--- src/rtl/b64se_pkg.sv ---
// Shared types, constants and character functions for the base64 stream encoder.
package b64se_pkg;

    localparam logic [7:0] PAD_CHAR = 8'h3D;
    localparam int unsigned QUEUE_DEPTH = 2;

    typedef struct packed {
        logic [7:0] data_byte;
        logic       last_byte;
    } t_in_item;

    typedef struct packed {
        logic [7:0] out_char;
        logic       last_char;
    } t_out_item;

    // One group of three bytes waiting to be encoded into four characters.
    typedef struct packed {
        logic [7:0] b0;
        logic [7:0] b1;
        logic [7:0] b2;
        logic [1:0] n_pad;
        logic       last;
    } t_group;

    // Six-bit value of character position idx within a group.
    function automatic logic [5:0] group_sextet(t_group g, logic [1:0] idx);
        logic [5:0] s;
        case (idx)
            2'd0:    s = g.b0[7:2];
            2'd1:    s = {g.b0[1:0], g.b1[7:4]};
            2'd2:    s = {g.b1[3:0], g.b2[7:6]};
            2'd3:    s = g.b2[5:0];
            default: s = 6'd0;
        endcase
        return s;
    endfunction

    // Standard alphabet: A-Z, a-z, 0-9, '+', '/'.
    function automatic logic [7:0] b64_char(logic [5:0] v);
        logic [7:0] c;
        logic [7:0] w;
        w = {2'b00, v};
        if (v < 6'd26) begin
            c = 8'h41 + w;
        end else if (v < 6'd52) begin
            c = 8'h47 + w;
        end else if (v < 6'd62) begin
            c = w - 8'd4;
        end else if (v == 6'd62) begin
            c = 8'h2B;
        end else begin
            c = 8'h2F;
        end
        return c;
    endfunction

endpackage

--- src/rtl/b64se_front.sv ---
// Front end: accepts bytes, gathers them into groups of three and hands groups to the queue.
module b64se_front
    import b64se_pkg::*;
(
    input  logic     i_clk,
    input  logic     i_rst_n,
    input  logic     i_valid,
    input  t_in_item i_item,
    output logic     o_stall,
    input  logic     i_full,
    output logic     o_push,
    output t_group   o_grp
);

    logic [1:0] r_pos;
    logic [1:0] n_pos;
    logic [7:0] r_pend0;
    logic [7:0] r_pend1;
    logic [1:0] pos_eff;
    logic       accept;

    assign o_stall = i_full;
    assign accept  = i_valid && !i_full;
    // Position three never arises; it is read as an empty group.
    assign pos_eff = (r_pos == 2'd3) ? 2'd0 : r_pos;

    always_comb begin
        n_pos  = r_pos;
        o_push = 1'b0;
        o_grp  = '0;
        if (accept) begin
            case (pos_eff)
                2'd0: begin
                    o_grp = '{b0: i_item.data_byte, b1: 8'd0, b2: 8'd0,
                              n_pad: 2'd2, last: 1'b1};
                    o_push = i_item.last_byte;
                    n_pos  = i_item.last_byte ? 2'd0 : 2'd1;
                end
                2'd1: begin
                    o_grp = '{b0: r_pend0, b1: i_item.data_byte, b2: 8'd0,
                              n_pad: 2'd1, last: 1'b1};
                    o_push = i_item.last_byte;
                    n_pos  = i_item.last_byte ? 2'd0 : 2'd2;
                end
                default: begin
                    o_grp = '{b0: r_pend0, b1: r_pend1, b2: i_item.data_byte,
                              n_pad: 2'd0, last: i_item.last_byte};
                    o_push = 1'b1;
                    n_pos  = 2'd0;
                end
            endcase
        end
    end

    always_ff @(posedge i_clk) begin
        if (!i_rst_n) begin
            r_pos <= 2'd0;
        end else begin
            r_pos <= n_pos;
        end
    end

    always_ff @(posedge i_clk) begin
        if (accept && pos_eff == 2'd0) begin
            r_pend0 <= i_item.data_byte;
        end
        if (accept && pos_eff == 2'd1) begin
            r_pend1 <= i_item.data_byte;
        end
    end

endmodule

--- src/rtl/b64se_queue.sv ---
// Two-entry queue of byte groups between the front and back ends.
module b64se_queue
    import b64se_pkg::*;
(
    input  logic   i_clk,
    input  logic   i_rst_n,
    input  logic   i_push,
    input  t_group i_grp,
    output logic   o_full,
    input  logic   i_pop,
    output logic   o_valid,
    output t_group o_grp
);

    localparam int unsigned PtrW = $clog2(QUEUE_DEPTH);

    t_group            r_mem [QUEUE_DEPTH];
    logic [PtrW-1:0]   r_wr;
    logic [PtrW-1:0]   r_rd;
    logic [PtrW:0]     r_count;
    logic              do_push;
    logic              do_pop;

    assign o_full  = (r_count == (PtrW+1)'(QUEUE_DEPTH));
    assign o_valid = (r_count != '0);
    assign o_grp   = r_mem[r_rd];
    assign do_push = i_push && !o_full;
    assign do_pop  = i_pop && o_valid;

    always_ff @(posedge i_clk) begin
        if (!i_rst_n) begin
            r_wr    <= '0;
            r_rd    <= '0;
            r_count <= '0;
        end else begin
            if (do_push) begin
                r_wr <= r_wr + 1'b1;
            end
            if (do_pop) begin
                r_rd <= r_rd + 1'b1;
            end
            r_count <= r_count + (PtrW+1)'(do_push) - (PtrW+1)'(do_pop);
        end
    end

    always_ff @(posedge i_clk) begin
        if (do_push) begin
            r_mem[r_wr] <= i_grp;
        end
    end

endmodule

--- src/rtl/b64se_back.sv ---
// Back end: four characters per queued group, one per cycle unless stalled, via an output register.
module b64se_back
    import b64se_pkg::*;
(
    input  logic      i_clk,
    input  logic      i_rst_n,
    input  logic      i_grp_valid,
    input  t_group    i_grp,
    output logic      o_pop,
    output logic      o_valid,
    output t_out_item o_item,
    input  logic      i_stall
);

    logic      r_busy;
    logic      n_busy;
    t_group    r_grp;
    logic [1:0] r_idx;
    logic [1:0] n_idx;
    logic      r_out_valid;
    logic      n_out_valid;
    t_out_item r_out;
    t_out_item n_out;
    logic      load;
    logic [5:0] sextet;
    logic      is_pad;

    assign load   = r_busy && (!r_out_valid || !i_stall);
    assign o_pop  = !r_busy || (load && r_idx == 2'd3);
    assign sextet = group_sextet(r_grp, r_idx);
    // Padding fills the last n_pad positions of the group.
    assign is_pad = ({1'b0, r_idx} >= (3'd4 - {1'b0, r_grp.n_pad}));

    always_comb begin
        n_busy      = r_busy;
        n_idx       = r_idx;
        n_out_valid = r_out_valid && i_stall;
        n_out       = r_out;
        if (load) begin
            n_out_valid     = 1'b1;
            n_out.out_char  = is_pad ? PAD_CHAR : b64_char(sextet);
            n_out.last_char = (r_idx == 2'd3) && r_grp.last;
            n_idx           = r_idx + 2'd1;
            if (r_idx == 2'd3) begin
                n_busy = 1'b0;
            end
        end
        if (o_pop && i_grp_valid) begin
            n_busy = 1'b1;
            n_idx  = 2'd0;
        end
    end

    always_ff @(posedge i_clk) begin
        if (!i_rst_n) begin
            r_busy      <= 1'b0;
            r_idx       <= 2'd0;
            r_out_valid <= 1'b0;
        end else begin
            r_busy      <= n_busy;
            r_idx       <= n_idx;
            r_out_valid <= n_out_valid;
        end
    end

    always_ff @(posedge i_clk) begin
        r_out <= n_out;
        if (o_pop && i_grp_valid) begin
            r_grp <= i_grp;
        end
    end

    assign o_valid = r_out_valid;
    assign o_item  = r_out;

`ifndef NO_ASSERTIONS
    a_no_pad_early: assert property (@(posedge i_clk) disable iff (!i_rst_n)
        load && (r_idx == 2'd0 || r_idx == 2'd1) |=> r_out.out_char != PAD_CHAR)
        else $error("pad character in one of the first two positions");
    a_last_on_fourth: assert property (@(posedge i_clk) disable iff (!i_rst_n)
        load && r_idx != 2'd3 |=> !r_out.last_char)
        else $error("last_char set before the fourth character of a group");
    a_group_continues: assert property (@(posedge i_clk) disable iff (!i_rst_n)
        load && r_idx != 2'd3 |=> r_busy)
        else $error("group dropped before all four characters were sent");
`endif

endmodule

--- src/rtl/base64_stream_encoder.sv ---
// Top level of the streaming base64 encoder.
// The encoder takes one raw byte per item and sends standard base64 characters (A-Z, a-z,
// 0-9, '+', '/', with '=' padding), one character per item on the output channel; the
// character that ends a message carries last_char. Bytes are accepted one per cycle while
// the two-entry group queue has room. Every third byte, or a byte flagged as last, closes a
// group, which the back end spells out as four characters, with '=' padding for a short
// final group. The output channel, at one character per cycle while the receiver does not
// stall, sets the sustained rate. A result passes through the queue, the back end's group
// register and the output register before it appears on the output. The output register
// holds a character steady while the receiver stalls, and the back end pauses until that
// character is taken; the queue lets the front end keep taking bytes while the back end is
// paused, until two closed groups are waiting.
module base64_stream_encoder
    import b64se_pkg::*;
(
    input  logic      i_clk,
    input  logic      i_rst_n,
    input  logic      i_valid,
    input  t_in_item  i_in_item,
    output logic      o_stall,
    output logic      o_valid,
    output t_out_item o_out_item,
    input  logic      i_stall
);

    // Group handoff between front end and queue.
    logic   push;
    t_group push_grp;
    logic   queue_full;

    // Group handoff between queue and back end.
    logic   pop;
    logic   grp_valid;
    t_group head_grp;

    b64se_front u_front (
        .i_clk   (i_clk),
        .i_rst_n (i_rst_n),
        .i_valid (i_valid),
        .i_item  (i_in_item),
        .o_stall (o_stall),
        .i_full  (queue_full),
        .o_push  (push),
        .o_grp   (push_grp)
    );

    b64se_queue u_queue (
        .i_clk   (i_clk),
        .i_rst_n (i_rst_n),
        .i_push  (push),
        .i_grp   (push_grp),
        .o_full  (queue_full),
        .i_pop   (pop),
        .o_valid (grp_valid),
        .o_grp   (head_grp)
    );

    b64se_back u_back (
        .i_clk       (i_clk),
        .i_rst_n     (i_rst_n),
        .i_grp_valid (grp_valid),
        .i_grp       (head_grp),
        .o_pop       (pop),
        .o_valid     (o_valid),
        .o_item      (o_out_item),
        .i_stall     (i_stall)
    );

endmodule
--- config.mk ---
export PLATFORM = sky130hd
export DESIGN_NAME = base64_stream_encoder
export DESIGN_NICKNAME = d
export VERILOG_FILES = /design/src/rtl/b64se_pkg.sv /design/src/rtl/b64se_front.sv /design/src/rtl/b64se_queue.sv /design/src/rtl/b64se_back.sv /design/src/rtl/base64_stream_encoder.sv
export SDC_FILE = /design/constraint.sdc
export NUM_CORES = 1
export LEC_CHECK = 0
export BUFFER_PORTS_ARGS = -buffer_cell sky130_fd_sc_hd__buf_2
export CAP_MARGIN = 5
export CORE_MARGIN = 2
export CORE_UTILIZATION = 25
export CTS_CLUSTER_DIAMETER = 50
export CTS_CLUSTER_SIZE = 28
export DETAILED_ROUTE_END_ITERATION = 10
export PLACE_DENSITY = 0.36
export SYNTH_ARGS = -nofsm -noshare
export SYNTH_HDL_FRONTEND = slang
export SYNTH_SLANG_ARGS = --single-unit
--- constraint.sdc ---
create_clock -name i_clk -period 3.45 [get_ports i_clk]
set_input_delay 0.5175 -clock i_clk [delete_from_list [all_inputs] [get_ports i_clk]]
set_output_delay 0.5175 -clock i_clk [all_outputs]
set_load 0.03 [all_outputs]
; Word-level counts from Yosys, hierarchy flattened
; Memory sizes are Yosys's and may differ from the RTL's. A register that Yosys moved wholly into a read port is not among the register bits.
; Index checks and enable logic that the tools add are counted.
[word_totals]
reg_bits = 35
ramBits = 54
inputBits = 13
output_inout_bits = 11
wordCells = 75
mem_count = 1
[memory_table]
columns = memory, words, word_bits, read_ports, rd_ports_with_merged_regs, write_ports, line_no
row1 = u_queue.r_mem, 2, 27, 1, 1, 1, b64se_queue.sv:17  ; t_group r_mem [QUEUE_DEPTH];
[op_classes]
n_addsub = 9
order_cmp = 4
eq_ne = 7
n_mux = 19
n_bitwise = 1
n_reduce_logical = 23
[ops]
columns = op, n
row1 = 27-bit one-hot mux with 2 select lines, 1
row2 = 27-bit two-way mux, 1
row3 = 8-bit two-way mux, 3
row4 = 6-bit one-hot mux with 4 select lines, 1
row5 = "7-bit by 6-bit adder with 8-bit output, first input constant", 2
row6 = "6-bit < comparator, second input constant", 2
row7 = 1-bit logical AND, 9
row8 = 1-bit two-way mux, 9
row9 = "2-bit == test, second input constant", 4
row10 = "6-bit by 3-bit subtractor with 7-bit output, second input constant", 1
row11 = "6-bit == test, second input constant", 1
row12 = "6-bit by 5-bit < comparator with 1-bit output, second input constant", 1
row13 = 2-bit nonzero test, 3
row14 = "2-bit by 1-bit == test with 1-bit output, second input constant", 2
row15 = 1-bit logical NOT, 4
row16 = 2-bit logical NOT, 2
row17 = 2-bit two-way mux, 2
row18 = 2-bit one-hot mux with 2 select lines, 1
row19 = 2-bit OR reduction, 2
row20 = 2-bit by 3-bit >= comparator with 1-bit output, 1
row21 = 3-bit two-way mux, 1
row22 = "3-bit by 2-bit subtractor with 3-bit output, first input constant", 1
row23 = "1-bit adder, second input constant", 2
row24 = 2-bit by 1-bit adder with 2-bit output, 1
row25 = 5 further kinds, 6

; Logic depth before layout (Yosys ltp)
; Gate-level depths: netlist of run 1.
[logic_depth]
word_depth = 9
depth_mapped = 10
ltp_nobuf = 9

; Modules after synthesis
; From an unflattened synthesis of run 1, not the netlist that was laid out.
[unflattened]
cells_unflattened = 349
area_unflattened_um2 = 5168.7
[by_module_without_submodules]
columns = module, n_inst, cells_per_inst, area_per_inst_um2, seq_area_each_um2
row1 = b64se_queue, 1, 111, 2288.4, 1721.7
row2 = b64se_back, 1, 142, 1873.0, 1161.1
row3 = b64se_front, 1, 96, 1007.2, 520.5

; Least setup slack after synthesis of run 1
; No wires, ideal clock.
[synth_path]
path_kind = flip-flop to flip-flop
startpoint = reg u_back.r_idx[0]
endpoint = reg u_queue.r_count[1]
setup_ns = 0.115
t_arrival_ns = 3.022
required_ns = 3.335
slack_ns = 0.313
stages_incl_launch_ff = 10
n_path_buf = 0
synth_period_minus_slack_ns = 3.137
path_cell_list = dfxtp_1 > ha_1 > a21boi_0 > nor2_1 > ha_1 > inv_1 > ha_1 > xnor2_1 > xnor2_1 > and2_1
[synth_between]
elab_chain_len = 5
[synth_lines]
columns = element, line_no
row1 = from (decl), b64se_back.sv:18  ; logic [1:0] r_idx;
row2 = from (signal assigned), b64se_back.sv:61  ; r_idx <= n_idx;
row3 = 2-bit == test, b64se_back.sv:29  ; assign o_pop = !r_busy || (load && r_idx == 2'd3);
row4 = 1-bit logical AND, b64se_back.sv:29
row5 = 1-bit logical OR, b64se_back.sv:29
row6 = 1-bit logical AND, b64se_queue.sv:28  ; assign do_pop = i_pop && o_valid;
row7 = 2-bit by 1-bit subtractor with 2-bit output, b64se_queue.sv:42  ; r_count <= r_count + (PtrW+1)'(do_push) - (PtrW+1)'(do_pop);
row8 = to (signal assigned), b64se_queue.sv:42
row9 = to (decl), b64se_queue.sv:20  ; logic [PtrW:0] r_count;
; Every way passes these cells.
; A chain may end at the register's enable or synchronous reset.

; Final worst setup path of run 1
[layout_path]
startpoint = reg u_back.r_idx[0]
endpoint = reg u_back.r_out (netlist bit u_back.o_item[4]), data pin
[layout_between]
elab_chain_len = 6
elab_cells_between_ends = 15
classes_between = 3 x add/sub / 4 x order compare / 3 x eq/ne / 4 x mux / 1 x reduce/logical
[layout_lines]
columns = element, line_no
row1 = "2-bit == test, or another cell as far along", b64se_pkg.sv:29  ; case (idx)
row2 = 6-bit one-hot mux with 4 select lines, b64se_pkg.sv:29
row3 = 6-bit by 3-bit subtractor with 7-bit output or 6-bit < comparator (tied branches), "b64se_pkg.sv:49, b64se_pkg.sv:48"
row4 = 8-bit two-way mux, b64se_pkg.sv:48  ; end else if (v < 6'd62) begin
row5 = 8-bit two-way mux, b64se_pkg.sv:46  ; end else if (v < 6'd52) begin
row6 = 8-bit two-way mux, b64se_pkg.sv:44  ; if (v < 6'd26) begin
row7 = to (signal assigned), b64se_back.sv:67  ; r_out <= n_out;
row8 = to (decl), b64se_back.sv:22  ; t_out_item r_out;
; Parallel ways exist; a longest one is shown, timed or not.

==> run summary, run 1 <==
The H-tree was split into 4 levels. Master cell of the clock root buffer: sky130_fd_sc_hd__clkbuf_16. The tools report the final instance area as 0.00604 mm².

After clock tree synthesis, the clock-pin slew on the worst setup and hold paths is 0.06 ns. In this run, the number of DRC markers left after iteration 0 of detailed routing was 180. In this run the remaining antenna-violating nets after routing total 0. The average via count per standard cell was 4.24.

The biggest area contributor in the post-synthesis netlist is sky130_fd_sc_hd__edfxtp_1. The final count of pins violating max slew is 0. When the netlist entered floorplanning its net count stood at 364. The critical path is of the register to register type.

In this run the vertical extent of the chip is 145 µm. The post-synthesis average cell area came out at 14.7 µm². Traced cell by cell, the critical path runs through inv_1 > ha_1 > a222oi_1 > mux2i_1 > nor4_1 > o21ai_0 > a22oi_1. The run gives 2,749 as the via count.

In this run the static leakage power is 2.17 nW. Routability-driven placement finished with a final weighted congestion of 0.763. After synthesis, the cell types taking the most area are sky130_fd_sc_hd__edfxtp_1, sky130_fd_sc_hd__mux2_2, sky130_fd_sc_hd__dfxtp_1.

The logs give 0.0195 mm² for the area of the core region and 0 for the number of resized instances in the post-cts repair step. The fraction of layout instances using a drive strength above 1 came out at 25.6%. The floorplan step defined a die boundary enclosing 0.0209 mm². The detailed-router iteration count before antenna repair is 4. The count of maximum capacitance violations is 0, and the final period demand of the worst path is 2.48 ns. Counting along the longest clock path gives a buffer depth of 2. For this run, design rule violations remaining after detail routing come to 0.

The initial antenna violation count is 0, and the share of the clock period used by the worst path is 71.9%. Clock latency on the worst-skew pair, taken at its later pin, is 0.41 ns. After routing, the total negative slack on setup checks comes to 0 ns.

The number of enable flip-flop cells after synthesis was 106; the instance area at placement was 0.00537 mm². The synthesized netlist contains 51 unique library cells. The width of the die came out at 145 µm.

The number of buffers created by CTS was 17; the port buffer count was 23. The number of global-route vias before repair was 2,711. Fill cells in the final layout number 1,929. Post-CTS timing repair inserted 0 buffers for setup. The count of final hold-check violations is 0. The first global-routing pass estimated 15,900 µm of wire.

The area share of the largest cell type after synthesis was 64.4%; the pin count of the biggest net entering global routing was 29. The element type at the critical path end is a register. For the pin with the worst max-slew slack, the measured transition is 0.891 ns. For this design, the sink count on the clock tree is 116. Hold timing on the final database bottoms out at a slack of 0.350 ns. The tools report the number of warnings reported in the yosys synthesis log as 0.

For the leftover overflow at the end of global routing, the log shows 0. The master of the slowest instance on the critical path is sky130_fd_sc_hd__a222oi_1. Synthesis inferred 116 register bits. Global routing used 10.7% of the available tracks.

In the final routed layout, each cell accounts on average for 15.6 µm. The run finished with clean final reports. The worst endpoint required time was 3.68 ns; the peak per-stage delay on the critical path was 0.46 ns.

Setup repair after global routing left no endpoint under its margin. The worst min-delay path category was input port to register. During I/O placement, the number of pins put on the boundary was 24.

Cells fill 31.0% of the core in the end. Along the worst path, the maximum fanout reaches 6. The row count came out at 51. The tools report the startpoint class of the critical path as a register. The logs give 0 for the antenna diode instance count and 0.00884 ns for the final worst clock skew. After synthesis the cells add up to 0.00494 mm². Derived from the worst setup path, the maximum achievable clock frequency is 403 MHz. The share of flip-flops with an asynchronous set or reset was 0%. The setup violation total in the final timing report is 0. TritonCTS built the clock tree.

Sequential cell area fraction in the yosys report: 68.4%. Setup slack on the worst reg-to-reg path comes out at 0.97 ns. Across the VDD grid, the largest voltage drop is 0.344 mV. STA puts the critical path data arrival time at 2.71 ns.

For the aggregate routed wire length, the log shows 10,100 µm. Total power for the finished layout comes to 5.41 mW. For the worst max-slew margin expressed relative to the limit, the log shows 40.5%. The library cells used most frequently in the layout, excluding fill and tap cells, are sky130_fd_sc_hd__edfxtp_1, sky130_fd_sc_hd__mux2_2, sky130_fd_sc_hd__nor2_1. The half-perimeter wire length after detailed placement was 6910 µm.

In the final design database the tool counted 397 nets. The most used flip-flop cell after synthesis is sky130_fd_sc_hd__edfxtp_1. Buffers inserted to repair hold after CTS numbered 0. For this design the ratio of total power to cell area is 896 mW/mm².

The tools report the number of instances in the synthesized netlist as 337. Most common library cell in the layout ignoring fill and taps: sky130_fd_sc_hd__edfxtp_1. From synthesis to final layout, the design area changed by 22.1%. Initial cell density of the core: 25.4%.
[synth_stat cells, types with 2 or more instances]
| master | n |
|---|---|
| sky130_fd_sc_hd__o221ai_1 | 2 |
| sky130_fd_sc_hd__mux2_2 | 31 |
| sky130_fd_sc_hd__ha_1 | 14 |
| sky130_fd_sc_hd__mux2i_1 | 2 |
| sky130_fd_sc_hd__a21boi_0 | 3 |
| sky130_fd_sc_hd__and3_1 | 13 |
| sky130_fd_sc_hd__nand3_1 | 2 |
| sky130_fd_sc_hd__and2_1 | 6 |
| sky130_fd_sc_hd__nand2_1 | 8 |
| sky130_fd_sc_hd__a21oi_1 | 8 |
| sky130_fd_sc_hd__o21a_1 | 2 |
| sky130_fd_sc_hd__clkbuf_1 | 10 |
| sky130_fd_sc_hd__inv_1 | 19 |
| sky130_fd_sc_hd__xnor2_1 | 4 |
| sky130_fd_sc_hd__nor2_1 | 29 |
| sky130_fd_sc_hd__nor2b_1 | 4 |
| sky130_fd_sc_hd__a22o_1 | 2 |
| sky130_fd_sc_hd__o21ai_0 | 5 |
| sky130_fd_sc_hd__a22oi_1 | 19 |
| sky130_fd_sc_hd__a211oi_1 | 3 |
| sky130_fd_sc_hd__dfxtp_1 | 10 |
| sky130_fd_sc_hd__or2_2 | 2 |
| sky130_fd_sc_hd__nand2b_1 | 2 |
| sky130_fd_sc_hd__a31oi_1 | 2 |
| sky130_fd_sc_hd__a222oi_1 | 4 |
| sky130_fd_sc_hd__edfxtp_1 | 106 |
[final timing paths]
path                                               startpoint                              to  cells after the start
worst min-delay path                             i_in_item[5]    u_front.r_pend1[4]$_DFFE_PP_                      1
worst max register to register   u_back.r_idx[0]$_SDFFE_PP0N_  u_back.o_item[4]$_SDFFCE_PP1N_                      7
worst max-delay path             u_back.r_idx[0]$_SDFFE_PP0N_  u_back.o_item[4]$_SDFFCE_PP1N_                      7
worst min register to register  u_front.r_pos[1]$_SDFFE_PN0P_   u_front.r_pos[1]$_SDFFE_PN0P_                      2
[cell families (layout without fill, tap and decap cells)]
logic type	Yosys count	in the layout	synth area share [%]
buffers and inverters	33	79	2.61
other	1	1	0.0758
XOR/XNOR	5	5	0.886
adder cells (fa/ha/maj)	14	14	3.54
AND/OR/NAND/NOR	71	71	7.06
AO/OA/AOI/OAI	63	63	9.67
flip-flops	116	116	68.4
multiplexers	34	34	7.74
[flip-flops by register name, summed over array words and instances, names as in the netlist]
register         count
u_back.o_item        9
u_back.o_valid       1
u_back.r_busy        1
u_back.r_grp        27
u_back.r_idx         2
u_front.r_pend0      8
u_front.r_pend1      8
u_front.r_pos        2
u_queue.r_count      2
u_queue.r_mem       54
u_queue.r_rd         1
u_queue.r_wr         1
[cell type report]
class	instances	area [µm²]	area share [%]
repair buffers	27	145	2.40
inverters	20	75.1	1.24
flip-flops and latches	116	3380	56.0
clock buffers	19	433	7.17
clock inverters	13	231	3.83
multi-input cells	188	1440	23.8
well taps	265	332	5.49
[per-stage QoR]
step | setup slack [ns] | instances
final | 0.969 | 648
after global routing | 0.753 | 648
after CTS | 0.979 | 648
after detailed placement | 0.983 | 616
after global placement | 0.998 | 616
after floorplan | 0.313 | 337
[report_power, final]
group	switching (mW)	total (mW)	leakage (nW)	internal, mW
clock network	0.615	1.97	0.318	1.35
logic	0.914	1.44	0.775	0.530
registers	0.0841	2.00	1.08	1.91
total	1.61	5.41	2.17	3.80
[critical path: cells and delay by family, from the launching register on]
kind | cells | cell delay (ns)
buf+inv | 1 | 0.11
fa+ha+maj | 1 | 0.28
compound gates | 3 | 0.83
flops | 1 | 0.40
mux | 1 | 0.31
simple gates | 1 | 0.37
[routing by layer]
| metal | part of all wire [%] | vias to the layer above | GRT usage, % | wire (µm) |
|---|---|---|---|---|
| li1 | - | 1353 | - | - |
| met1 | 49 | 1327 | 13.8 | 4950 |
| met2 | 45 | 52 | 16.0 | 4580 |
| met3 | 3.2 | 17 | 3.54 | 328 |
| met4 | 2.4 | 0 | 5.31 | 244 |
| met5 | 0 | - | 0 | 0 |
(Power assumes the default switching activity.)
==> run 2: changes to the inputs <==
PLACE_DENSITY = 0.38   (was 0.36)
clock period = 2.22 ns   (was 3.45 ns; I/O delays follow)
==> run summary, run 2 (same netlist as run 1, synthesis figures left out) <==
The run gives 34.6% (-2.3 points) as the sequential fraction of design power. The tools report the final instance area as 0.00647 mm² (+7.1%). The number of flip-flops in the largest register is 54 (unchanged). The routed length per placed instance came out at 15.0 µm (-3.7%). The initial cell density of the core was 25.4% (unchanged); the met1 track demand over resource in global routing was 13.9% (+0.064 points).

The setup path with the least slack is of type register to register. Width of the die: 145 µm (unchanged). The most common library cell in the layout ignoring fill and taps is sky130_fd_sc_hd__edfxtp_1. The final worst clock skew is 0.00908 ns (+0.000239 ns). The final estimated routing congestion in global placement is 0.804 (+5.3%), and the relative area change from synthesis to final layout is 30.8%. The overall routing resource usage was 10.6% (-0.017 points). The tools report the post-route antenna net violation count as 0 (unchanged). The tools report the area of the core region as 0.0195 mm² (unchanged). The tools report the row count as 51 (unchanged).

Final period demand of the worst path: 2.11 ns (-0.376 ns). For the number of ports placed on the die boundary, the log shows 24 (unchanged). The register with the most flip-flops is u_queue.r_mem. Port buffer count: 23 (unchanged). The logs give 0 (unchanged) for the antenna diode instance count and 6.23 mW (+64%) for the cell-internal power.

The logic depth of the worst register-to-register path works out to 9 (+2). The logs give 2.26 ns (-0.45 ns) for the data arrival time at the worst-slack endpoint and 8.99 mW (+66%) for the total chip power. For the aggregate routed wire length, the log shows 10,200 µm (+0.95%). The final-stage net count came out at 428 (+7.8%). The count of cells along the worst hold path was 1 (unchanged); the net switching power was 2.75 mW (+71%). The run gives 0.41 ns (about the same) as the clock latency reported for the late side of the worst-skew pair. The fraction of layout instances using a drive strength above 1 is 36.5% (+11 points), and the worst voltage drop across the vdd grid is 0.610 mV (+78%). For the leftover overflow at the end of global routing, the log shows 0 (unchanged). The slew at the pin with the worst max-slew slack works out to 0.579 ns (-0.312 ns). The run gives 0 (unchanged) as the count of maximum capacitance violations.

The worst min-delay path category was input port to register. The via count is 2,842 (+3.4%). The setup violation total in the final timing report was 0 (unchanged).

The height of the chip works out to 145 µm (unchanged). The tools report the master cell of the clock root buffer as sky130_fd_sc_hd__clkbuf_16. The number of global-route vias before repair is 2,842 (+4.8%).

Worst endpoint required time: 2.38 ns (-1.30 ns). The peak fanout along the critical path was 8 (+2). The top cell types in the final layout, fill and taps aside, are sky130_fd_sc_hd__edfxtp_1, sky130_fd_sc_hd__buf_4, sky130_fd_sc_hd__mux2_2. The instance area at placement was 0.00563 mm² (+4.7%); the met3 global-route usage was 3.87% (+0.33 points). The floorplan die area was 0.0209 mm² (unchanged). The share of the clock period used by the worst path is 94.9% (+23 points). The average via count per standard cell is 4.19 (-1.3%).

The tools report the largest buffer count on any clock path as 2 (unchanged). Initial antenna violation count: 0 (unchanged). TritonCTS built the clock tree.

The power density of the placed cells was 1390 mW/mm² (+55%); the number of buffers created by CTS was 17 (unchanged). The final count of pins violating max slew was 0 (unchanged). For the clock group share of total power, the log shows 33.5% (-2.9 points). STA classifies the critical path startpoint as a register. The sink count of the clock tree is 116 (unchanged), and the detailed-router iteration count before antenna repair is 5 (+1). The busiest layer in global routing was met2. The logs give 29 (unchanged) for the pin count of the biggest net entering global routing and 6950 µm (+0.60%) for the half-perimeter wire length after detailed placement.

The final-layout fill cell count was 1,923 (-0.31%); the peak clock frequency supported by timing was 475 MHz (+18%). The element type at the critical path end is a register. The post-detailed-route DRC marker count is 0 (unchanged), and the combinational cell fraction of total power is 31.9% (+5.2 points). The fraction of met2 tracks used by global routing is 16.2% (+0.27 points), and the count of final hold-check violations is 0 (unchanged). The logs give 16,100 µm (+1.5%) for the first-pass GRT wire length and 100 (-44%) for the number of design-rule violations left by the first detailed-router iteration. The flow ran to the end, and the final reports show no timing, DRC or antenna violations. The tools report the number of levels in the clock H-tree as 4 (unchanged).

Clock transition at the registers of the reported paths: 0.06 ns (about the same). The cell leakage power was 2.35 nW (+8.2%). The worst max-slew margin expressed relative to the limit is 61.3% (+21 points), and the switching share of total power is 30.7% (+0.85 points).
## run 2: changes by cell type in the layout (fill, tap and decap cells not counted), sizes merged
cell,previous run,this run
buf,27,58
bufinv,6,5
clkbuf,19,17
clkinvlp,2,4
inv,21,22
## run 2: routing by layer
metal,vias to the layer above,wire [µm]
li1,1415,-
met1,1366,4900
met2,53,4820
met3,8,319
met4,0,161
met5,-,0
## run 2: worst max-delay path, cell delays in order, from the launching register on
cell and delay, ns:
sky130_fd_sc_hd__dfxtp_4 0.37, sky130_fd_sc_hd__buf_6 0.11, sky130_fd_sc_hd__ha_4 0.18, sky130_fd_sc_hd__a222oi_1 0.07, sky130_fd_sc_hd__buf_4 0.15, sky130_fd_sc_hd__mux2_4 0.31, sky130_fd_sc_hd__buf_6 0.13, sky130_fd_sc_hd__a211oi_4 0.24
sky130_fd_sc_hd__and3_4 0.24, sky130_fd_sc_hd__o21ai_2 0.05
## run 2: path summary, 6_finish.rpt
path	start	end	slack [ns]
setup / recovery	u_back.r_idx[0]$_SDFFE_PP0N_	u_back.o_item[1]$_SDFFCE_PP1N_	0.11
hold / removal	i_in_item[6]	u_front.r_pend1[5]$_DFFE_PP_	0.16
setup reg to reg	u_back.r_idx[0]$_SDFFE_PP0N_	u_back.o_item[1]$_SDFFCE_PP1N_	0.11
hold reg to reg	u_front.r_pos[1]$_SDFFE_PN0P_	u_front.r_pos[1]$_SDFFE_PN0P_	0.50
## run 2: power groups by stage
stage                     combinational, mW  sequential, mW  clock, mW
final                                  2.87            3.11       3.01
after global routing                   3.17            3.15       3.19
after CTS                              2.68            3.11       3.09
after detailed placement               2.58            3.15          0
after global placement                 2.59            3.16          0
after floorplan                        1.55            3.27          0
## run 2: area by class of cell
| type | count | area [µm²] | share of cell area, % |
|---|---|---|---|
| sequential | 116 | 3390 | 52.4 |
| multi-input combinational | 188 | 1580 | 24.5 |
| clock inverter | 15 | 229 | 3.54 |
| timing repair buffer | 58 | 427 | 6.60 |
| tap | 265 | 332 | 5.13 |
| inverter | 20 | 80.1 | 1.24 |
| clock buffer | 17 | 425 | 6.58 |
## run 2: repair_timing
item,4_1_cts,5_1_grt
endpoints found under the setup margin,8,8
hold endpoints to repair,0,0
pin swaps,3,13
resized for setup,12,28
buffers inserted,1,3
cloned,0,0
hold buffers,0,0
## run 2: through the flow
stage	util (%)	setup WS, ns	std cells	hold slack (ns)	setup TNS [ns]
after detailed placement	28.9	-0.0568	644	0.502	-0.261
after global routing	33.2	-0.0222	679	0.148	-0.0294
final	33.2	0.114	679	0.164	0
after CTS	32.5	0.0100	677	0.143	0
after global placement	28.9	-0.0830	644	0.476	-0.301
after floorplan	-	-0.122	337	0.432	-0.122
